[src/design/wlh_pkg.sv]
// Shared types, constants and helper functions for the four-lane word hash.
package wlh_pkg;

    localparam int LEN_BITS   = 32;
    localparam int CNT_W      = LEN_BITS - 2;
    localparam int WORD_W     = 64;
    localparam int LEN_IN_W   = 32;
    localparam int TDATA_W    = 2 * WORD_W + LEN_IN_W;
    localparam int FIFO_DEPTH = 4;
    localparam int FIFO_AW    = $clog2(FIFO_DEPTH);

    localparam logic [63:0] GOLD = 64'h9E3779B97F4A7C15;
    localparam logic [63:0] MULA = 64'h85EBCA77C2B2AE3D;
    localparam logic [63:0] MULB = 64'hBF58476D1CE4E5B9;
    localparam logic [63:0] MULC = 64'h94D049BB133111EB;

    localparam logic [5:0] ROT_ONE   = 6'd11;
    localparam logic [5:0] ROT_TWO   = 6'd17;
    localparam logic [5:0] ROT_THREE = 6'd23;
    localparam logic [5:0] ROT_FOUR  = 6'd57;
    localparam logic [5:0] SHR_FOLD  = 6'd29;
    localparam logic [5:0] SHR_MIXA  = 6'd31;
    localparam logic [5:0] SHR_MIXB  = 6'd37;
    localparam logic [5:0] SHR_LAST  = 6'd41;

    typedef enum logic
    {
        CMD_START = 1'b0,
        CMD_DATA  = 1'b1
    } cmd_t;

    typedef enum logic [1:0]
    {
        LANE_ONE   = 2'd0,
        LANE_TWO   = 2'd1,
        LANE_THREE = 2'd2,
        LANE_FOUR  = 2'd3
    } lane_sel_t;

    typedef struct packed
    {
        cmd_t                 kind;
        lane_sel_t            lane;
        logic                 upd;
        logic                 fin;
        logic                 tail;
        logic [WORD_W-1:0]    data;
        logic [LEN_BITS-1:0]  len;
    } q_entry_t;

    typedef struct packed
    {
        logic              start;
        logic [WORD_W-1:0] a;
        logic [WORD_W-1:0] b;
    } mul_req_t;

    typedef struct packed
    {
        logic              done;
        logic [WORD_W-1:0] p;
    } mul_rsp_t;

    typedef enum logic [1:0]
    {
        MS_IDLE,
        MS_LO,
        MS_MID_A,
        MS_MID_B
    } mul_step_t;

    typedef enum logic [2:0]
    {
        B_IDLE,
        B_BASE,
        B_LANES,
        B_MIX,
        B_FOLD,
        B_FMUL,
        B_OUT
    } back_state_t;

    typedef enum logic [1:0]
    {
        FM_A,
        FM_B,
        FM_G
    } fmul_t;

    function automatic logic [63:0] rotl64(input logic [63:0] x, input logic [5:0] k);
        if (k == 6'd0)
        begin
            return x;
        end
        return (x << k) | (x >> (7'd64 - {1'b0, k}));
    endfunction

    function automatic logic [63:0] xorshr(input logic [63:0] x, input logic [5:0] k);
        return x ^ (x >> k);
    endfunction

    function automatic logic [63:0] absorb(input logic [63:0] lane, input logic [63:0] word,
                                           input logic [63:0] nbr, input logic [5:0] k);
        return rotl64((lane ^ word) + nbr, k);
    endfunction

    function automatic logic [63:0] lane_mult(input lane_sel_t sel);
        logic [63:0] m;
        unique case (sel)
            LANE_ONE:   m = GOLD;
            LANE_TWO:   m = MULA;
            LANE_THREE: m = MULB;
            LANE_FOUR:  m = MULC;
        endcase
        return m;
    endfunction

endpackage

[src/design/wlh_front.sv]
// Front end: accepts items, tracks the open message and classifies each word.
module wlh_front
(
    input  logic                          clk,
    input  logic                          rst_n,
    input  logic                          s_axis_tvalid,
    output logic                          s_axis_tready,
    input  logic [wlh_pkg::TDATA_W-1:0]   s_axis_tdata,
    input  logic                          s_axis_tuser,
    output logic                          q_push,
    output wlh_pkg::q_entry_t             q_entry,
    input  logic                          q_full
);
    import wlh_pkg::*;

    logic                 open_reg;
    logic                 open_next;
    logic [CNT_W-1:0]     cnt_reg;
    logic [CNT_W-1:0]     cnt_next;
    logic [LEN_BITS-1:0]  len_reg;
    logic [LEN_BITS-1:0]  len_next;

    logic                 accept;
    cmd_t                 cmd;
    logic [WORD_W-1:0]    word_in;
    logic [WORD_W-1:0]    seed_in;
    logic [LEN_BITS-1:0]  len_in;
    logic [LEN_BITS-4:0]  whole;
    logic [LEN_BITS-4:0]  group_words;
    logic [CNT_W-1:0]     needed;
    logic [CNT_W-1:0]     cnt_inc;
    logic                 in_group;
    logic                 in_whole;
    logic                 last;
    logic [WORD_W-1:0]    tail_mask;

    assign s_axis_tready = !q_full;
    assign accept        = s_axis_tvalid && s_axis_tready;
    assign cmd           = cmd_t'(s_axis_tuser);
    assign word_in       = s_axis_tdata[WORD_W-1:0];
    assign seed_in       = s_axis_tdata[WORD_W +: WORD_W];
    assign len_in        = s_axis_tdata[2*WORD_W +: LEN_BITS];

    assign whole       = len_reg[LEN_BITS-1:3];
    assign group_words = {len_reg[LEN_BITS-1:5], 2'b00};
    assign needed      = {1'b0, whole} + CNT_W'(|len_reg[2:0]);
    assign cnt_inc     = cnt_reg + CNT_W'(1);
    assign in_group    = (cnt_reg < {1'b0, group_words});
    assign in_whole    = (cnt_reg < {1'b0, whole});
    assign last        = (cnt_inc == needed);
    assign tail_mask   = (64'd1 << {len_reg[2:0], 3'b000}) - 64'd1;

    always_comb
    begin
        q_push    = 1'b0;
        q_entry   = '0;
        open_next = open_reg;
        cnt_next  = cnt_reg;
        len_next  = len_reg;
        if (accept)
        begin
            priority if (cmd == CMD_START)
            begin
                q_push        = 1'b1;
                q_entry.kind  = CMD_START;
                q_entry.data  = seed_in;
                q_entry.len   = len_in;
                q_entry.fin   = (len_in == '0);
                open_next     = (len_in != '0);
                cnt_next      = '0;
                len_next      = len_in;
            end
            else if (open_reg)
            begin
                q_push        = 1'b1;
                q_entry.kind  = CMD_DATA;
                q_entry.lane  = in_group ? lane_sel_t'(cnt_reg[1:0]) : LANE_ONE;
                q_entry.upd   = in_whole;
                q_entry.tail  = !in_whole;
                q_entry.data  = in_whole ? word_in : (word_in & tail_mask);
                q_entry.len   = len_reg;
                q_entry.fin   = last;
                cnt_next      = cnt_inc;
                if (last)
                begin
                    open_next = 1'b0;
                end
            end
            else
            begin
                q_push = 1'b0;
            end
        end
    end

    always_ff @(posedge clk or negedge rst_n)
    begin
        if (!rst_n)
        begin
            open_reg <= 1'b0;
            cnt_reg  <= '0;
            len_reg  <= '0;
        end
        else
        begin
            open_reg <= open_next;
            cnt_reg  <= cnt_next;
            len_reg  <= len_next;
        end
    end

`ifndef ASSERT_OFF
    a_push_room: assert property (@(posedge clk) disable iff (!rst_n)
        q_push |-> !q_full)
        else $error("Item pushed into a full queue.");

    a_count_below_needed: assert property (@(posedge clk) disable iff (!rst_n)
        open_reg |-> (cnt_reg < needed))
        else $error("Open message has already taken all its words.");
`endif

endmodule

[config.mk]
export PLATFORM = sky130hd
export DESIGN_NAME = wlh_front
export DESIGN_NICKNAME = d
export VERILOG_FILES = /design/src/design/wlh_pkg.sv /design/src/design/wlh_front.sv
export SDC_FILE = /design/constraint.sdc
export NUM_CORES = 1
export LEC_CHECK = 0
export BUFFER_PORTS_ARGS = -buffer_cell sky130_fd_sc_hd__buf_4
export CORE_MARGIN = 5
export CORE_UTILIZATION = 33
export CTS_BUF_LIST = sky130_fd_sc_hd__clkbuf_16
export CTS_CLUSTER_DIAMETER = 40
export DETAILED_ROUTE_END_ITERATION = 6
export GPL_TIMING_DRIVEN = 0
export SETUP_SLACK_MARGIN = 0.05
export SLEW_MARGIN = 15
export SYNTH_ARGS = -nofsm -noshare
export SYNTH_HDL_FRONTEND = slang
export SYNTH_SLANG_ARGS = --single-unit
[constraint.sdc]
create_clock -name clk -period 3.8 [get_ports clk]
set_clock_uncertainty 0.05 [all_clocks]
set_input_delay 0 -clock clk [delete_from_list [all_inputs] [get_ports clk]]
set_output_delay 0 -clock clk [all_outputs]
set_load 0.05 [all_outputs]
==> flow_metrics.py, run 1 <==
metrics = {
    "placed_design": {
        "dp_hpwl_mm": 23.4,
        "io_buffer_count": 268,
        "gp_congestion": 0.962,
        "placed_area_mm2": 0.00836,
        "pre_cts_ws_ns": -0.485,
    },
    "global_route": {
        "grt.total_usage": 0.257,
        "grt_pass1_wl_mm": 43.3,
        "grt_overflow": 0,
        "grt_max_degree": 64,
        "grt_pass1_vias": 7272,
        "antenna_found_initial": 4,
    },
    "worst_setup_path": {
        "critPathRequiredTime_ns": 3.75,
        "arrival_ns": 3.64,
        "worstPathCellList": "or3_4 > ha_4 > ha_4 > xnor2_4 > nand3b_1 > o211a_1 > o31a_1 > a2111oi_4 > nand4_1 > nor4_4 > a21o_1 > buf_6",
        "crit_path_max_fanout": 5,
        "end_kind": "primary output",
        "cpMostUsedCell": "ha_4",
        "max_stage_delay_ns": 0.44,
        "criticalPathCategory": "register to primary output",
        "start_kind": "register",
        "crit_slowest_cell": "dfrtp_2",
    },
    "floorplanning": {
        "die_y_um": 146,
        "start_util": 0.336,
        "io_pins": 269,
        "coreArea_mm2": 0.0180,
        "die_w_um": 146,
        "dieArea_mm2": 0.0212,
        "rows": 49,
    },
    "clock_tree": {
        "clockBufferDepth": 2,
        "clock_sinks": 63,
        "clk_pin_slew_ns": 0.06,
        "clk_latency_ns": 0.34,
        "cts_buffers": 9,
        "cts_htree_levels": 3,
        "cts-root-buf": "clkbuf_16",
        "cts_tree": "yes",
    },
    "power_and_ir_drop": {
        "power_frac_comb": 0.415,
        "p_leak_nw": 4.19,
        "switching_share": 0.397,
        "p_int_mw": 1.61,
        "ir_drop_mv": 0.229,
        "clockPowerShare": 0.273,
        "switching_power_mw": 1.06,
        "seqPwrFrac": 0.312,
        "total_power_mw": 2.67,
        "power_density_mw_per_mm2": 292,
    },
    "synthesis": {
        "synth_area_per_cell_um2": 7.60,
        "synthFlopType": "dfrtp_1",
        "yosysWarnings": 0,
        "synth_largest_area_cell": "dfrtp_1",
        "synth_edf_count": 0,
        "async_reset_ff_frac": 1.00,
        "yosysSeqAreaShare": 0.260,
        "netlist_instances": 798,
        "yosysTopAreaCellShare": 0.260,
        "synth.cell_area_mm2": 0.00606,
        "ys_ff_latch": 63,
        "ys_types": 62,
        "synth.area.top_cells": "dfrtp_1 (26%), o21ai_0 (9.8%), nand2_1 (8.1%)",
        "syn_nets": 996,
    },
    "sta": {
        "fin_crit_sh": 0.971,
        "post-route-min-period_ns": 3.69,
        "max_slew_margin": 0.428,
        "report.final.hold_viol_count": 0,
        "rsz0062_at_grt": "yes",
        "fin_setup_tns_ns": 0,
        "drv_slew": 0,
        "final-setup-viol-count": 0,
        "fin_ws_ns": 0.110,
        "worst_pin_slew_ns": 0.857,
        "fmax_mhz": 271,
    },
    "routing": {
        "ant_nets": 0,
        "drtIter0Drc": 612,
        "num_vias": 7509,
        "drc_errors": 0,
        "drt_pass1_iterations": 7,
        "routedWlPerCell_um": 21.4,
        "vias_per_cell": 5.58,
        "wirelength_mm": 28.8,
    },
    "finish": {
        "fin_area_mm2": 0.00916,
        "largest_reg_flops": 32,
        "drive_gt1_frac": 0.294,
        "layout_common_cells": "buf_4 (273), nand2_1 (131), o21ai_0 (119)",
        "area_growth_pct": 51.0,
        "layout.nets": 1311,
        "mostFrequentLayoutCell": "buf_4",
        "insertedDiodeCount": 0,
    },
    "worst_hold_path": {
        "min-delay-path-class": "primary input to register",
    },
    "status": {
        "status": "complete, no violations",
    },
    "flow_run": {
        "drv_cap": 0,
    },
}
[repair_timing]
action / in CTS / in global routing
pin swaps: 4 / 7
setup endpoints to repair: 3 / 66
hold endpoints to repair: 95 / 0
hold buffers: 33 / 0
resized for setup: 18 / 23
buffers inserted: 2 / 3
[cell usage after synthesis, types with 3 or more instances]
cell      count
a22o_1       48
o41ai_1       6
and2_1        3
a31oi_1       7
dfrtp_1      63
a21o_1       13
nand2_1     131
o21ai_0     119
o31ai_1      14
clkbuf_1     36
nor3_1       20
a21oi_1      26
o21ai_1       4
nand4_1      23
inv_1        37
ha_1         33
xnor2_1      50
o211ai_1      3
nor2b_1       4
buf_2         3
nor4_2        5
and4_1        9
xor2_1       12
and3_1       12
or3_1         3
nand2b_1      3
nor4_1       17
nand3_1      21
nor2_1       28
buf_1         3
[power groups by stage]
stage	logic, mW	registers [mW]	clock network (mW)
finish	1.11	0.834	0.729
detailed placement	1.02	0.835	0
floorplan	0.640	0.806	0
global route	1.19	0.842	0.762
CTS	1.07	0.829	0.734
global placement	1.02	0.833	0
[metal layers]
layer	vias up	wire length (um)	global-route usage
li1	3565	-	-
met1	3567	12500	0.360
met2	324	12900	0.392
met3	45	2740	0.0819
met4	8	516	0.0471
met5	-	55	0
[layout make-up]
type                            instances  area (um2)
Timing Repair Buffer                  306        2380
Fill cell                            1806        8870
Sequential cell                        63        1580
Clock inverter                          5        20.0
Tap cell                              229         287
Clock buffer                            9         225
Buffer                                 43         191
Multi-Input combinational cell        653        4330
Inverter                               37         139
[critical path: cells and delay by family (launching register included)]
| kind | cells | cell delay, ns |
|---|---|---|
| xor+xnor | 1 | 0.18 |
| compound gates | 4 | 1.04 |
| buf+inv | 1 | 0.18 |
| fa+ha+maj | 2 | 0.36 |
| flops | 1 | 0.44 |
| simple gates | 4 | 1.06 |
[worst paths after layout]
| path | to | cells past startpoint | slack (ns) | from |
|---|---|---|---|---|
| max | q_entry[97] | 12 | 0.11 | len_reg[0] |
| min | open_reg | 4 | 0.08 | s_axis_tuser |
| max reg2reg | open_reg | 12 | 0.54 | len_reg[0] |
| min reg2reg | len_reg[0] | 2 | 0.51 | len_reg[0] |
| max in group asynchronous | len_reg[2] | 2 | 2.82 | rst_n |
| min in group asynchronous | cnt_reg[23] | 2 | 0.25 | rst_n |
[metrics by stage]
step                 util  instances  hold WS (ns)
floorplan               -        798        -0.346
global placement    0.464       1295         0.122
detailed placement  0.464       1295         0.126
CTS                 0.500       1343        0.0717
global route        0.508       1345         0.132
finish              0.508       1345        0.0769
[cells by family after synthesis]
group / share of synthesized area
compound gates: 0.274
xor+xnor: 0.0970
fa+ha+maj: 0.0681
buf+inv: 0.0534
flops: 0.260
mux: 0.00330
simple gates: 0.244
(Power assumes the default switching activity.)
==> run 2, diff against run 1 <==
--- a/config.mk
+++ b/config.mk
@@ -12,7 +12,7 @@
 export CTS_CLUSTER_DIAMETER = 40
 export DETAILED_ROUTE_END_ITERATION = 6
 export GPL_TIMING_DRIVEN = 0
-export SETUP_SLACK_MARGIN = 0.05
+export SETUP_SLACK_MARGIN = 0.3
 export SLEW_MARGIN = 15
 export SYNTH_ARGS = -nofsm -noshare
 export SYNTH_HDL_FRONTEND = slang
==> run 2 against run 1 <==
  * Power grew 0.23%
  * Non-clock buffer count increased by 3
  * Setup slack worse by 0.053 ns
  * Sequential share of layout area down 0.098 points
  * Die area stayed put
  * Sequential power is essentially flat
  * Clock-buffer cell count is the same
  * Combinational power about the same
  * Critical path type unchanged
  * Largest cell class unchanged
==> flow_metrics.py, run 2 (synthesis gave the netlist of run 1 again) <==
metrics = {
    "global_route": {
        "grt_overflow": 0,
        "grt_pass1_wl_mm": 43.5,
        "antenna_found_initial": 4,
        "grt_pass1_vias": 7314,
        "grt.total_usage": 0.258,
        "grt_max_degree": 64,
    },
    "finish": {
        "fillers": 1798,
        "layout_common_cells": "buf_4 (273), nand2_1 (131), o21ai_0 (118)",
        "insertedDiodeCount": 0,
        "mostFrequentLayoutCell": "buf_4",
        "instances_no_fill": 1348,
        "layout.nets": 1314,
        "largest_reg_flops": 32,
        "fin_area_mm2": 0.00920,
        "drive_gt1_frac": 0.296,
        "area_growth_pct": 51.7,
    },
    "worst_hold_path": {
        "min_from": "s_axis_tuser",
        "whs_endpoint": "open_reg",
        "min-delay-path-class": "primary input to register",
        "min_path_cells": 4,
    },
    "worst_setup_path": {
        "start_kind": "register",
        "criticalPathCategory": "register to primary output",
        "r2r_slack_ns": 0.50,
        "critPathRequiredTime_ns": 3.75,
        "rr_endpoint": "open_reg",
        "arrival_ns": 3.69,
        "crit_start": "len_reg[2]",
        "crit_path_max_fanout": 6,
        "reg2reg_depth": 12,
        "r2r_start": "len_reg[2]",
        "end_kind": "primary output",
    },
    "sta": {
        "worst_pin_slew_ns": 0.858,
        "report.final.hold_viol_count": 0,
        "final-setup-viol-count": 0,
        "post-route-min-period_ns": 3.74,
        "hold_slack_ns": 0.0793,
        "fin_setup_tns_ns": 0,
        "fmax_mhz": 267,
        "rsz0062_at_grt": "yes",
        "drv_slew": 0,
        "max_slew_margin": 0.428,
        "fin_crit_sh": 0.985,
    },
    "placed_design": {
        "io_buffer_count": 268,
        "dp_hpwl_mm": 23.4,
        "gp_congestion": 0.962,
        "placed_area_mm2": 0.00836,
        "placed_cells": 1295,
    },
    "clock_tree": {
        "clockBufferDepth": 2,
        "cts_tree": "yes",
        "cts-root-buf": "clkbuf_16",
        "clock_sinks": 63,
        "cts_htree_levels": 3,
        "cts_buffers": 9,
        "clk_latency_ns": 0.34,
        "clk_pin_slew_ns": 0.05,
    },
    "power_and_ir_drop": {
        "total_power_mw": 2.68,
        "power_frac_comb": 0.417,
        "clockPowerShare": 0.272,
        "switching_share": 0.396,
        "switching_power_mw": 1.06,
        "ir_drop_mv": 0.228,
        "seqPwrFrac": 0.311,
        "p_leak_nw": 4.20,
        "p_int_mw": 1.62,
        "power_density_mw_per_mm2": 291,
    },
    "routing": {
        "num_vias": 7547,
        "routedWlPerCell_um": 21.4,
        "wirelength_mm": 28.8,
        "drtIter0Drc": 718,
        "drc_errors": 0,
        "drt_pass1_iterations": 5,
        "ant_nets": 0,
        "vias_per_cell": 5.60,
    },
    "floorplanning": {
        "rows": 49,
        "start_util": 0.336,
        "coreArea_mm2": 0.0180,
        "die_w_um": 146,
        "io_pins": 269,
        "dieArea_mm2": 0.0212,
        "die_y_um": 146,
    },
    "flow_run": {
        "drv_cap": 0,
    },
    "status": {
        "status": "complete, no violations",
    },
}
-- run 2: cell count changes in the layout (fill, tap and decap cells not counted), sizes merged --
cell,delta
buf,+3
-- run 2: worst max-delay path, stage by stage, from the launching register on --
cell and delay, ns:
dfrtp_2 0.46, or3_4 0.44, ha_4 0.18, ha_4 0.18, xnor2_4 0.19, nand3b_1 0.11, o211a_1 0.14, o31a_1 0.28
a2111oi_4 0.37, nand4_1 0.19, nor4_4 0.37, a21o_1 0.25, buf_6 0.19
-- run 2: routing by layer --
layer | vias up | global-route usage | routed length, um | part of all wire
li1 | 3567 | - | - | -
met1 | 3583 | 0.362 | 12600 | 0.44
met2 | 339 | 0.393 | 12900 | 0.45
met3 | 50 | 0.0807 | 2690 | 0.093
met4 | 8 | 0.0518 | 561 | 0.019
met5 | - | 0 | 59 | 0.0020
-- run 2: worst max path at each step --
stage | endpoint | slack (ns)
finish | q_entry[97] | 0.06
global route | q_entry[97] | -0.04
CTS | q_entry[40] | 0.09
detailed placement | q_entry[97] | -0.48
global placement | q_entry[97] | -0.43
floorplan | q_entry[88] | 0.46
-- run 2: cell type report --
| type | count | area, um2 | share of cell area |
|---|---|---|---|
| clock inverters | 5 | 20.0 | 0.00218 |
| clock buffers | 9 | 225 | 0.0245 |
| well taps | 229 | 287 | 0.0311 |
| plain buffers | 45 | 206 | 0.0224 |
| repair buffers | 307 | 2400 | 0.261 |
| inverters | 37 | 139 | 0.0151 |
| flip-flops and latches | 63 | 1580 | 0.172 |
| multi-input cells | 653 | 4340 | 0.472 |
-- run 2: power groups by stage --
stage | Sequential (mW) | Combinational [mW] | Clock [mW]
2_1_floorplan | 0.806 | 0.640 | 0
3_3_place_gp | 0.833 | 1.02 | 0
3_5_place_dp | 0.835 | 1.02 | 0
4_1_cts | 0.827 | 1.09 | 0.734
5_1_grt | 0.841 | 1.20 | 0.763
6_report | 0.832 | 1.12 | 0.728
-- run 2: metrics by stage --
step	util	setup WS (ns)
finish	0.511	0.0568
global route	0.511	-0.0351
CTS	0.505	0.0927
detailed placement	0.464	-0.485
global placement	0.464	-0.432
floorplan	-	0.463
-- run 2: what timing repair did --
item,in CTS,in global routing
endpoints found under the hold margin,95,0
endpoints found under the setup margin,66,68
gates resized for setup,33,15
pin swaps,5,9
hold buffers,33,0
setup buffers,2,4
