**src/design/wlh_pkg.sv**
```systemverilog
// Shared types, constants and helper functions for the four-lane word hash.
package wlh_pkg;

    localparam int LEN_BITS   = 32;
    localparam int CNT_W      = LEN_BITS - 2;
    localparam int WORD_W     = 64;
    localparam int LEN_IN_W   = 32;
    localparam int TDATA_W    = 2 * WORD_W + LEN_IN_W;
    localparam int FIFO_DEPTH = 4;
    localparam int FIFO_AW    = $clog2(FIFO_DEPTH);

    localparam logic [63:0] GOLD = 64'h9E3779B97F4A7C15;
    localparam logic [63:0] MULA = 64'h85EBCA77C2B2AE3D;
    localparam logic [63:0] MULB = 64'hBF58476D1CE4E5B9;
    localparam logic [63:0] MULC = 64'h94D049BB133111EB;

    localparam logic [5:0] ROT_ONE   = 6'd11;
    localparam logic [5:0] ROT_TWO   = 6'd17;
    localparam logic [5:0] ROT_THREE = 6'd23;
    localparam logic [5:0] ROT_FOUR  = 6'd57;
    localparam logic [5:0] SHR_FOLD  = 6'd29;
    localparam logic [5:0] SHR_MIXA  = 6'd31;
    localparam logic [5:0] SHR_MIXB  = 6'd37;
    localparam logic [5:0] SHR_LAST  = 6'd41;

    typedef enum logic
    {
        CMD_START = 1'b0,
        CMD_DATA  = 1'b1
    } cmd_t;

    typedef enum logic [1:0]
    {
        LANE_ONE   = 2'd0,
        LANE_TWO   = 2'd1,
        LANE_THREE = 2'd2,
        LANE_FOUR  = 2'd3
    } lane_sel_t;

    typedef struct packed
    {
        cmd_t                 kind;
        lane_sel_t            lane;
        logic                 upd;
        logic                 fin;
        logic                 tail;
        logic [WORD_W-1:0]    data;
        logic [LEN_BITS-1:0]  len;
    } q_entry_t;

    typedef struct packed
    {
        logic              start;
        logic [WORD_W-1:0] a;
        logic [WORD_W-1:0] b;
    } mul_req_t;

    typedef struct packed
    {
        logic              done;
        logic [WORD_W-1:0] p;
    } mul_rsp_t;

    typedef enum logic [1:0]
    {
        MS_IDLE,
        MS_LO,
        MS_MID_A,
        MS_MID_B
    } mul_step_t;

    typedef enum logic [2:0]
    {
        B_IDLE,
        B_BASE,
        B_LANES,
        B_MIX,
        B_FOLD,
        B_FMUL,
        B_OUT
    } back_state_t;

    typedef enum logic [1:0]
    {
        FM_A,
        FM_B,
        FM_G
    } fmul_t;

    function automatic logic [63:0] rotl64(input logic [63:0] x, input logic [5:0] k);
        if (k == 6'd0)
        begin
            return x;
        end
        return (x << k) | (x >> (7'd64 - {1'b0, k}));
    endfunction

    function automatic logic [63:0] xorshr(input logic [63:0] x, input logic [5:0] k);
        return x ^ (x >> k);
    endfunction

    function automatic logic [63:0] absorb(input logic [63:0] lane, input logic [63:0] word,
                                           input logic [63:0] nbr, input logic [5:0] k);
        return rotl64((lane ^ word) + nbr, k);
    endfunction

    function automatic logic [63:0] lane_mult(input lane_sel_t sel);
        logic [63:0] m;
        unique case (sel)
            LANE_ONE:   m = GOLD;
            LANE_TWO:   m = MULA;
            LANE_THREE: m = MULB;
            LANE_FOUR:  m = MULC;
        endcase
        return m;
    endfunction

endpackage

```
**src/design/wlh_fifo.sv**
```systemverilog
// Small queue of classified items between the front and back ends.
module wlh_fifo
(
    input  logic              clk,
    input  logic              rst_n,
    input  logic              push,
    input  wlh_pkg::q_entry_t push_entry,
    output logic              full,
    input  logic              pop,
    output wlh_pkg::q_entry_t pop_entry,
    output logic              empty
);
    import wlh_pkg::*;

    q_entry_t            mem [FIFO_DEPTH];
    logic [FIFO_AW-1:0]  wr_ptr_reg;
    logic [FIFO_AW-1:0]  wr_ptr_next;
    logic [FIFO_AW-1:0]  rd_ptr_reg;
    logic [FIFO_AW-1:0]  rd_ptr_next;
    logic [FIFO_AW:0]    count_reg;
    logic [FIFO_AW:0]    count_next;
    logic                do_push;
    logic                do_pop;

    assign full      = (count_reg == (FIFO_AW + 1)'(FIFO_DEPTH));
    assign empty     = (count_reg == '0);
    assign do_push   = push && !full;
    assign do_pop    = pop && !empty;
    assign pop_entry = mem[rd_ptr_reg];

    always_comb
    begin
        wr_ptr_next = do_push ? wr_ptr_reg + 1'b1 : wr_ptr_reg;
        rd_ptr_next = do_pop ? rd_ptr_reg + 1'b1 : rd_ptr_reg;
        count_next  = count_reg;
        if (do_push && !do_pop)
        begin
            count_next = count_reg + 1'b1;
        end
        else if (do_pop && !do_push)
        begin
            count_next = count_reg - 1'b1;
        end
    end

    always_ff @(posedge clk)
    begin
        if (do_push)
        begin
            mem[wr_ptr_reg] <= push_entry;
        end
    end

    always_ff @(posedge clk or negedge rst_n)
    begin
        if (!rst_n)
        begin
            wr_ptr_reg <= '0;
            rd_ptr_reg <= '0;
            count_reg  <= '0;
        end
        else
        begin
            wr_ptr_reg <= wr_ptr_next;
            rd_ptr_reg <= rd_ptr_next;
            count_reg  <= count_next;
        end
    end

endmodule

```
**config.mk**
```make
export PLATFORM = sky130hd
export DESIGN_NAME = wlh_fifo
export DESIGN_NICKNAME = d
export VERILOG_FILES = /design/src/design/wlh_pkg.sv /design/src/design/wlh_fifo.sv
export SDC_FILE = /design/constraint.sdc
export NUM_CORES = 1
export LEC_CHECK = 0
export BUFFER_PORTS_ARGS = -buffer_cell sky130_fd_sc_hd__buf_2
export CAP_MARGIN = 20
export CELL_PAD_IN_SITES_DETAIL_PLACEMENT = 1
export CELL_PAD_IN_SITES_GLOBAL_PLACEMENT = 2
export CORE_MARGIN = 2
export CORE_UTILIZATION = 30
export DETAILED_ROUTE_END_ITERATION = 12
export MAX_ROUTING_LAYER = met4
export PLACE_DENSITY = 0.62
export SETUP_SLACK_MARGIN = 0.1
export SLEW_MARGIN = 20
export SYNTH_ARGS = -nofsm -noshare
export SYNTH_HDL_FRONTEND = slang
export SYNTH_SLANG_ARGS = --single-unit
export TNS_END_PERCENT = 100
```
**constraint.sdc**
```tcl
create_clock -name clk -period 4.1 [get_ports clk]
set_input_delay 0.205 -clock clk [delete_from_list [all_inputs] [get_ports clk]]
set_output_delay 0.205 -clock clk [all_outputs]
set_load 0.005 [all_outputs]
```
==> results.md, run 1 <==
* Fin Setup TNS at 0 ns
* Nets at 1035
* # rows at 82
* Met2 usage at 21.4%
* Post-CTS setup buffer count at 0
* # IOs at 210
* Synth area leader: edfxtp_1
* Design area at 19700 sq um
* CP max FO at 36
* Fin crit period at 2.87 ns
* H-tree depth at 2
* Reg-to-reg endpoint: mem[3][6]$_DFFE_PP_
* WL/cell at 20.3 um
* Fmax at 349 MHz
* CP endpoint kind: output pin
* Global routing usage on met3 at 3.08%
* Initial core utilization at 30.3%
* Initial antenna violation count at 3
* CTS tree: yes
* Cells after Synth at 569
* Syn nets at 681
* Crit. Startpoint: rd_ptr_reg[0]$_DFFE_PN0P_
* Final Setup Violations at 0
* Port Buf Inserts at 209
* Reg2Reg Depth at 4
* GRT Util Overall at 13.4%
* Fillers at 4875
* Routed Wire Length at 33200 um
* CP Class: flop to output pin
* HPWL Detailed at 19600 um
* Data arrival, critical path at 2.66 ns
* Multi-input gate area at 2530 sq um
* Clock Sinks at 415
* Core box area at 50100 sq um
* Total of max-cap violations at 0
* Most common cell after layout, fill and taps aside: edfxtp_1
* DRC at 0
* Clk root buf: clkbuf_16
* Layout area overhead at 29.6%
* DRT Pass-1 Iters at 4
* Share of cells above drive strength 1 at 42.6%
* Placed inst area at 17100 sq um
* Skew final at 0.0108 ns
* CP Data Required Time at 3.89 ns
* Synthesized cell area at 15200 sq um
* Top cell type's share of synthesized area at 80.6%
* Seq. cell area at 12400 sq um
* Post-CTS sizing at 0
* Iteration-0 DRC count of the detailed router at 462
* Worst hold slack at 0.159 ns
* Maximum root-to-sink buffer count at 3
* Peak supply drop at 0.344 mV
* DR vias/cell at 4.39
* Ys Warns at 0
* R2R Setup Slk at 1.52 ns
* Syn Area/Cell at 26.7 sq um
* Die height at 229 um
* Slew HR at 46.9%
* Slew at the pin with the worst max-slew slack at 0.796 ns
* Outcome: finished clean
* Routability cong. at 0.678
* Total CTS buffers at 46
* Reg2reg start: count_reg[2]$_DFFE_PN0P_
* Vias in the first global route at 8272
* Slew Limit Fails at 0
* Fin. Hold Viols at 0
* First-pass GRT wire length at 51100 um
* Die width at 229 um
* Distinct cell type count after synthesis at 22
* Vias at 7184
* Hold/Removal Path Class: input port to flop
* Die area at 52500 sq um
* Max reg flops at 408
* Final period utilization at 69.9%
* Overflow after GRT at 0
* Worst-skew pair later-pin latency at 0.56 ns
* Worst setup SP type: flop
* RSZ-0062 raised after global routing: false
* Power Dens Cells at 698 nW/um^2
* Pleak at 6.73 nW
* Largest net degree at the start of global routing at 47
* Clock-pin slew on the worst setup and hold paths at 0.06 ns
* Routed Antenna Nets at 0
* Global route hottest layer: met2
* Critical path destination: pop_entry[100]
* Sequential share of the synthesized area at 81.8%
* Top post-synthesis cells by area: edfxtp_1, mux4_2, dfrtp_1
* Commonest non-fill, non-tap cells in the layout: edfxtp_1, buf_2, dlygate4sd3_1
* #FFs+latches synth at 415
* Grt met1 use at 17.3%
## worst max-delay path: stages (launching register included)
cell and delay (ns):
dfrtp_4 0.90, buf_12 0.39, mux4_2 0.61, buf_2 0.16
## kinds of logic after synthesis
logic type	synth area share (%)
xor+xnor	0.346
mux	15.3
fa+ha+maj	0.544
buf+inv	1.63
flops	81.8
simple gates	0.412
## cells in the mapped netlist
cell	count
dfrtp_1	7
ha_1	5
buf_6	1
nor3b_2	1
buf_4	4
buf_12	6
or3_1	1
xnor2_1	4
buf_1	3
and2_1	4
fa_1	1
edfxtp_1	408
nand3_1	1
buf_8	1
mux4_2	102
nor2_1	1
inv_1	4
nand2_1	1
xor2_1	2
nor2b_1	1
mux2_2	2
buf_2	9
## what timing repair did
action | 4_1_cts | 5_1_grt
endpoints found under the hold margin | 417 | 0
hold buffers | 105 | 0
setup endpoints to repair | 0 | 0
## cell type report
class / instances / share of cell area, %
timing repair buffer: 330 / 11.7
sequential: 415 / 63.1
multi-input combinational: 126 / 12.8
inverter: 4 / 0.0762
antenna: 3 / 0.0381
clock inverter: 33 / 1.65
tap: 672 / 4.27
clock buffer: 53 / 6.30
## worst min path at each step
stage	slack [ns]	depth (start not counted)	start	endpoint
floorplan	-0.09	0	rst_n	count_reg[0]$_DFFE_PN0P_
global placement	0.05	1	rst_n	count_reg[0]$_DFFE_PN0P_
detailed placement	0.05	1	rst_n	count_reg[2]$_DFFE_PN0P_
CTS	0.12	3	push	wr_ptr_reg[0]$_DFFE_PN0P_
global route	0.14	3	push	wr_ptr_reg[0]$_DFFE_PN0P_
finish	0.16	3	push	wr_ptr_reg[0]$_DFFE_PN0P_
## routing by layer
layer  vias to the layer above  routed length, um
met5                         -                  0
met4                         0                657
met3                        56               1560
met2                       165              16300
met1                      3790              14700
li1                       3173                  -
## power breakdown
group          total, mW  internal [mW]  leakage (nW)  switching (mW)
combinational       3.55           1.80          2.15            1.75
clock               4.20           2.55         0.763            1.65
sequential          6.00           5.61          3.82           0.392
total               13.7           9.95          6.73            3.80
## metrics by stage
stage | util [%] | setup WS (ns) | std cells | total power [mW]
after floorplan | - | 0.457 | 569 | 8.22
after global placement | 34.1 | 1.55 | 1442 | 9.68
after detailed placement | 34.1 | 1.43 | 1442 | 9.73
after CTS | 39.3 | 1.10 | 1633 | 14.1
after global routing | 39.3 | 1.02 | 1636 | 14.5
final | 39.3 | 1.23 | 1636 | 13.7
Power figures use the tool's default switching activity.
==> run 2, diff against run 1 <==
- ABC_AREA: not set -> 1
- PLACE_DENSITY: 0.62 -> 0.7
- clock period: 4.1 -> 2.61 ns (I/O delays scaled with it)
==> run 2 against run 1 <==
Effect of this change:
- hold slack gained 0.16 ns
- largest power group unchanged
- core utilization shrank 1.2 points
- via count grew 44%
- cell area grew 7.2%
- critical path type unchanged
==> results.md, run 2 <==
* Clock Sinks at 415 (unchanged)
* Die width at 241 um (+5.2%)
* Routed Antenna Nets at 0 (unchanged)
* CTS tree: yes
* Syn nets at 1364 (+100%)
* Synthesized cell area at 16800 sq um (+11%)
* Distinct cell type count after synthesis at 18 (-18%)
* #FFs+latches synth at 415 (unchanged)
* Worst hold slack at 0.321 ns (+0.162 ns)
* Fin crit period at 2.29 ns
* Largest net degree at the start of global routing at 83 (+77%)
* Iteration-0 DRC count of the detailed router at 434 (-6.1%)
* Maximum root-to-sink buffer count at 3 (unchanged)
* H-tree depth at 2 (unchanged)
* Clk root buf: clkbuf_16
* Dominant synthesized flop cell: edfxtp_1
* Outcome: finished clean
* Number of flops mapped to enable cells by yosys at 408 (unchanged)
* Overflow after GRT at 0 (unchanged)
* Final period utilization at 87.9%
* Vias in the first global route at 10807 (+31%)
* Ys Warns at 0 (unchanged)
* Peak supply drop at 0.728 mV (+110%)
* # rows at 86 (+4.9%)
* Design area at 21100 sq um (+7.2%)
* Slew HR at 62.4% (+16 points)
* HPWL Detailed at 23000 um (+17%)
* Initial core utilization at 30.5% (+0.11 points)
* Core box area at 55300 sq um (+10%)
* First-pass GRT wire length at 60800 um (+19%)
* Hold depth at 2 (-1)
* Initial antenna violation count at 3 (unchanged)
* Slew Limit Fails at 0 (unchanged)
* Synth area leader: edfxtp_1
* Reg2Reg Depth at 10 (+6)
* CP endpoint kind: output pin
* DRT Pass-1 Iters at 4 (unchanged)
* GRT Util Overall at 14.2% (+0.81 points)
* Die area at 58100 sq um (+11%)
* Hold/Removal Path Class: input port to flop
* Worst-skew pair later-pin latency at 0.56 ns (about the same)
* Vias at 10346 (+44%)
* Routed Wire Length at 39700 um (+19%)
* Layout area overhead at 25.3%
* DRC at 0 (unchanged)
* Skew final at 0.0156 ns (+0.00488 ns)
* Inst Count DP at 2168 (+50%)
* Slew at the pin with the worst max-slew slack at 0.564 ns (-0.233 ns)
* Die height at 241 um (+5.2%)
* Max reg flops at 408 (unchanged)
* Final Setup Violations at 0 (unchanged)
* Port Buf Inserts at 209 (unchanged)
* Top-count cell post-synth: edfxtp_1
* DR vias/cell at 4.38 (-0.25%)
* Fin. Hold Viols at 0 (unchanged)
* Top cell type's share of synthesized area at 72.7% (-7.9 points)
* R2R Setup Slk at 0.71 ns (-0.81 ns)
* Worst setup SP type: flop
* CP Data Required Time at 2.48 ns (-1.41 ns)
* Utilization after layout at 38.2% (-1.2 points)
* Share of cells above drive strength 1 at 19.8% (-23 points)
* Commonest non-fill, non-tap cells in the layout: edfxtp_1, nand2_1, inv_1
* # IOs at 210 (unchanged)
* CP max FO at 82 (+130%)
* Syn Area/Cell at 13.5 sq um (-50%)
* CP Class: flop to output pin
* Placed inst area at 18600 sq um (+9.0%)
* Top post-synthesis cells by area: edfxtp_1, o211ai_1, nand2_1
* Sequential share of the synthesized area at 73.8% (-8.0 points)
* Cells after Synth at 1252 (+120%)
* Fmax at 436 MHz
* Routability cong. at 0.729 (+7.4%)
* RSZ-0062 raised after global routing: false
* Most common cell after layout, fill and taps aside: edfxtp_1
* Power Dens Cells at 1070 nW/um^2 (+53%)
* Clock-pin slew on the worst setup and hold paths at 0.06 ns (about the same)
* Nets at 1688 (+63%)
* Pleak at 8.41 nW (+25%)
* Synth cell count leaders: edfxtp_1, nand2_1, inv_1
* Total of max-cap violations at 0 (unchanged)
* WL/cell at 16.8 um (-17%)
* Non-Filler Instances at 2362 (+44%)
* Total CTS buffers at 48 (+4.3%)
* Data arrival, critical path at 2.16 ns (-0.50 ns)
* Ys async rst share at 1.69% (unchanged)
==> run 2: power breakdown <==
part,internal (mW),switching [mW]
registers,8.76,0.307
logic,2.65,4.72
clock network,3.51,2.55
==> run 2: worst paths after layout <==
path | startpoint | endpoint
worst max-delay path | rd_ptr_reg[0]$_DFFE_PN0P_ | pop_entry[101]
worst min-delay path | push_entry[2] | mem[1][2]$_DFFE_PP_
worst max register to register | count_reg[1]$_DFFE_PN0P_ | count_reg[2]$_DFFE_PN0P_
worst min register to register | count_reg[2]$_DFFE_PN0P_ | count_reg[2]$_DFFE_PN0P_
max in group asynchronous | rst_n | rd_ptr_reg[1]$_DFFE_PN0P_
min in group asynchronous | rst_n | wr_ptr_reg[0]$_DFFE_PN0P_
==> run 2: repair_timing <==
item,in CTS,in global routing
buffers inserted,0,0
setup endpoints to repair,0,26
endpoints found under the hold margin,419,0
hold buffers,106,0
gates resized for setup,0,3
==> run 2: routing by layer <==
layer	global-route usage (%)	wire, um	vias to the layer above
met3	2.83	1590	48
li1	-	-	5024
met5	-	0	-
met1	16.8	17100	5103
met2	24.5	20300	171
met4	3.80	734	0
==> run 2: logic make-up (layout without fill, tap and decap cells) <==
| kind of cell | Yosys count | in the layout | synth area share, % |
|---|---|---|---|
| buffers and inverters | 289 | 648 | 8.73 |
| XOR/XNOR | 1 | 1 | 0.0520 |
| flip-flops | 415 | 415 | 73.8 |
| adder cells (fa/ha/maj) | 6 | 6 | 0.490 |
| other | 0 | 3 | 0 |
| AND/OR/NAND/NOR | 336 | 336 | 7.56 |
| AO/OA/AOI/OAI | 205 | 205 | 9.39 |
==> run 2: critical path, cell delays in order (launching register included) <==
cell	delay (ns)
dfrtp_1	0.41
bufinv_16	0.41
buf_4	0.34
nand2_1	0.08
o211ai_1	0.09
nand2_1	0.10
buf_2	0.14
==> run 2: cell type report <==
cell class | count | area, sq um
Clock buffer | 57 | 1260
Fill cell | 5912 | 34200
Sequential cell | 415 | 12400
Clock inverter | 28 | 159
Multi-Input combinational cell | 548 | 2990
Timing Repair Buffer | 342 | 2480
Antenna cell | 3 | 7.51
Tap cell | 748 | 936
Inverter | 221 | 858
==> run 2: metrics by stage <==
step,setup TNS (ns),power (mW),worst slack (ns)
floorplan,-1.52,13.9,-0.0149
global placement,0,16.5,0.757
detailed placement,0,16.7,0.717
CTS,0,23.0,0.143
global route,0,24.1,0.0981
finish,0,22.5,0.317
==> run 3, diff against run 2 <==
- REMOVE_ABC_BUFFERS: not set -> 1
==> run 3 against run 2 <==
Effect of this change:
- non-clock buffer count is 5 lower
- cell area up 0.46%
- clock skew up 0.0028 ns
- critical endpoint is now pop_entry[59]
- highest routed layer unchanged
- worst setup slack worse by 0.036 ns
- global-route usage is 0.14 points higher
- critical path depth is the same
- largest power group unchanged
- largest cell class unchanged
- sequential power increased by 0.8%
- sequential share of layout area is 0.27 points lower
==> results.md, run 3 (synthesis results as in run 2) <==
* Fillers at 5898 (-0.24%)
* Data arrival, critical path at 2.20 ns (+0.04 ns)
* Port Buf Inserts at 209 (unchanged)
* Final period utilization at 89.2% (+1.4 points)
* Die width at 241 um (unchanged)
* CP endpoint kind: output pin
* Met3 WL post-DR at 1990 um (+25%)
* Fin. Hold Viols at 0 (unchanged)
* DR vias/cell at 4.41 (+0.73%)
* Max reg flops at 408 (unchanged)
* H-tree depth at 2 (unchanged)
* DRC at 0 (unchanged)
* Final Setup Violations at 0 (unchanged)
* R2R Setup Slk at 0.72 ns (about the same)
* Nets at 1682 (-0.36%)
* CP Data Required Time at 2.48 ns (about the same)
* Peak supply drop at 0.568 mV (-22%)
* RSZ-0062 raised after global routing: true
* Share of cells above drive strength 1 at 19.6% (-0.18 points)
* Clock Sinks at 415 (unchanged)
* Seq. cell area at 12400 sq um (unchanged)
* Maximum root-to-sink buffer count at 3 (unchanged)
* Vias in the first global route at 11040 (+2.2%)
* First-pass GRT wire length at 61300 um (+0.74%)
* Die height at 241 um (unchanged)
* Hold endpoint: mem[3][30]$_DFFE_PP_
* Reg2Reg Depth at 6 (-4)
* Initial core utilization at 30.5% (unchanged)
* Post-CTS setup buffer count at 0 (unchanged)
* Commonest non-fill, non-tap cells in the layout: edfxtp_1, nand2_1, inv_1
* Worst setup SP type: flop
* Reg2reg start: count_reg[0]$_DFFE_PN0P_
* WL/cell at 17.3 um (+2.7%)
* Fin crit period at 2.33 ns (+0.0361 ns)
* HPWL Detailed at 23700 um (+2.8%)
* Non-Filler Instances at 2357 (-0.21%)
* Slew HR at 66.4% (+4.0 points)
* Total of max-cap violations at 0 (unchanged)
* WL met2 at 20300 um (+0.11%)
* Largest net degree at the start of global routing at 94 (+13%)
* Design area at 21200 sq um (+0.46%)
* Power Dens Cells at 1080 nW/um^2 (+1.5%)
* Routed Wire Length at 40700 um (+2.5%)
* CP Class: flop to output pin
* Worst hold slack at 0.314 ns (-0.00671 ns)
* Outcome: finished clean
* Fmax at 429 MHz (-1.6%)
* Placed inst area at 18600 sq um (about the same)
* Hold depth at 2 (unchanged)
* Slew Limit Fails at 0 (unchanged)
* Worst-skew pair later-pin latency at 0.57 ns (about the same)
* Inst Count DP at 2162 (-0.28%)
* Total power at 22.9 mW (+1.9%)
* Initial antenna violation count at 4 (+1)
* CTS tree: yes
* Clock-pin slew on the worst setup and hold paths at 0.06 ns (about the same)
* Top Metal Used: met4
* Reg-to-reg endpoint: mem[1][5]$_DFFE_PP_
* DRT met1 WL at 17500 um (+2.5%)
* # IOs at 210 (unchanged)
* Routed Antenna Nets at 0 (unchanged)
* Min-delay src: push_entry[30]
* Hold/Removal Path Class: input port to flop
* Layout area overhead at 25.9%
* Die area at 58100 sq um (unchanged)
* CP max FO at 82 (unchanged)
* Total CTS buffers at 47 (-2.1%)
* Skew final at 0.0185 ns (+0.00282 ns)
* Overflow after GRT at 0 (unchanged)
* Pleak at 8.44 nW (+0.32%)
* Slew at the pin with the worst max-slew slack at 0.505 ns (-0.0593 ns)
* Vias at 10399 (+0.51%)
* # rows at 86 (unchanged)
* Most common cell after layout, fill and taps aside: edfxtp_1
* DRT Pass-1 Iters at 4 (unchanged)
* Routability cong. at 0.729 (about the same)
* Core box area at 55300 sq um (unchanged)
* Clk root buf: clkbuf_16
* GRT Util Overall at 14.3% (+0.14 points)
* Iteration-0 DRC count of the detailed router at 523 (+21%)
* Multi-input gate area at 2980 sq um (-0.42%)
run 3: cell count changes in the layout (fill, tap and decap cells not counted), moves of 2 or more:
cell        previous run  this run
clkinvlp_4             1         3
buf_4                 13         3
buf_12                13        16
inv_6                  1         3
bufinv_16              2         4
clkinv_1              13         8
run 3: worst max-delay path by stage:
stage                                  endpoint  slack, ns  depth (start not counted)                 startpoint
final                             pop_entry[59]       0.28                          6  rd_ptr_reg[0]$_DFFE_PN0P_
after detailed placement   mem[1][58]$_DFFE_PP_       0.70                          6   count_reg[0]$_DFFE_PN0P_
after floorplan             mem[0][0]$_DFFE_PP_      -2.92                          4   count_reg[0]$_DFFE_PN0P_
after CTS                         pop_entry[21]       0.15                          5  rd_ptr_reg[1]$_DFFE_PN0P_
after global routing               pop_entry[3]       0.09                          6  rd_ptr_reg[0]$_DFFE_PN0P_
after global placement    mem[1][101]$_DFFE_PP_       0.74                          6   count_reg[0]$_DFFE_PN0P_
run 3: power by group:
part | switching (mW) | internal (mW)
clock network | 2.61 | 3.81
registers | 0.379 | 8.75
logic | 4.73 | 2.65
total | 7.72 | 15.2
run 3: cell type report:
class / count / area share [%]
timing repair buffer: 337 / 11.9
clock inverter: 27 / 1.13
tap: 748 / 4.41
multi-input combinational: 548 / 14.0
clock buffer: 57 / 5.92
antenna: 4 / 0.0472
inverter: 221 / 3.99
sequential: 415 / 58.6
run 3: layer usage:
layer | track usage, % | up-vias
met3 | 3.08 | 69
met1 | 17.0 | 5111
met5 | - | -
met4 | 4.04 | 0
met2 | 24.5 | 202
li1 | - | 5017
run 3: repair_timing:
item	4_1_cts	5_1_grt
hold buffers	106	0
hold endpoints to repair	419	0
cloned	0	1
pin swaps	0	0
resized for setup	2	2
endpoints found under the setup margin	1	12
run 3: worst max-delay path, cell delays in order, from the launching register on:
cell and delay [ns]:
dfrtp_1 0.48, inv_12 0.30, buf_12 0.36, nand2_1 0.09, o211ai_1 0.10, nand2_1 0.13
buf_2 0.16
run 3: metrics by stage:
step,TNS (ns),utilization (%),setup slack [ns]
floorplan,-1348.52,-,-2.92
global placement,0,33.6,0.738
detailed placement,0,33.6,0.700
CTS,0,38.3,0.145
global route,0,38.3,0.0881
finish,0,38.3,0.281
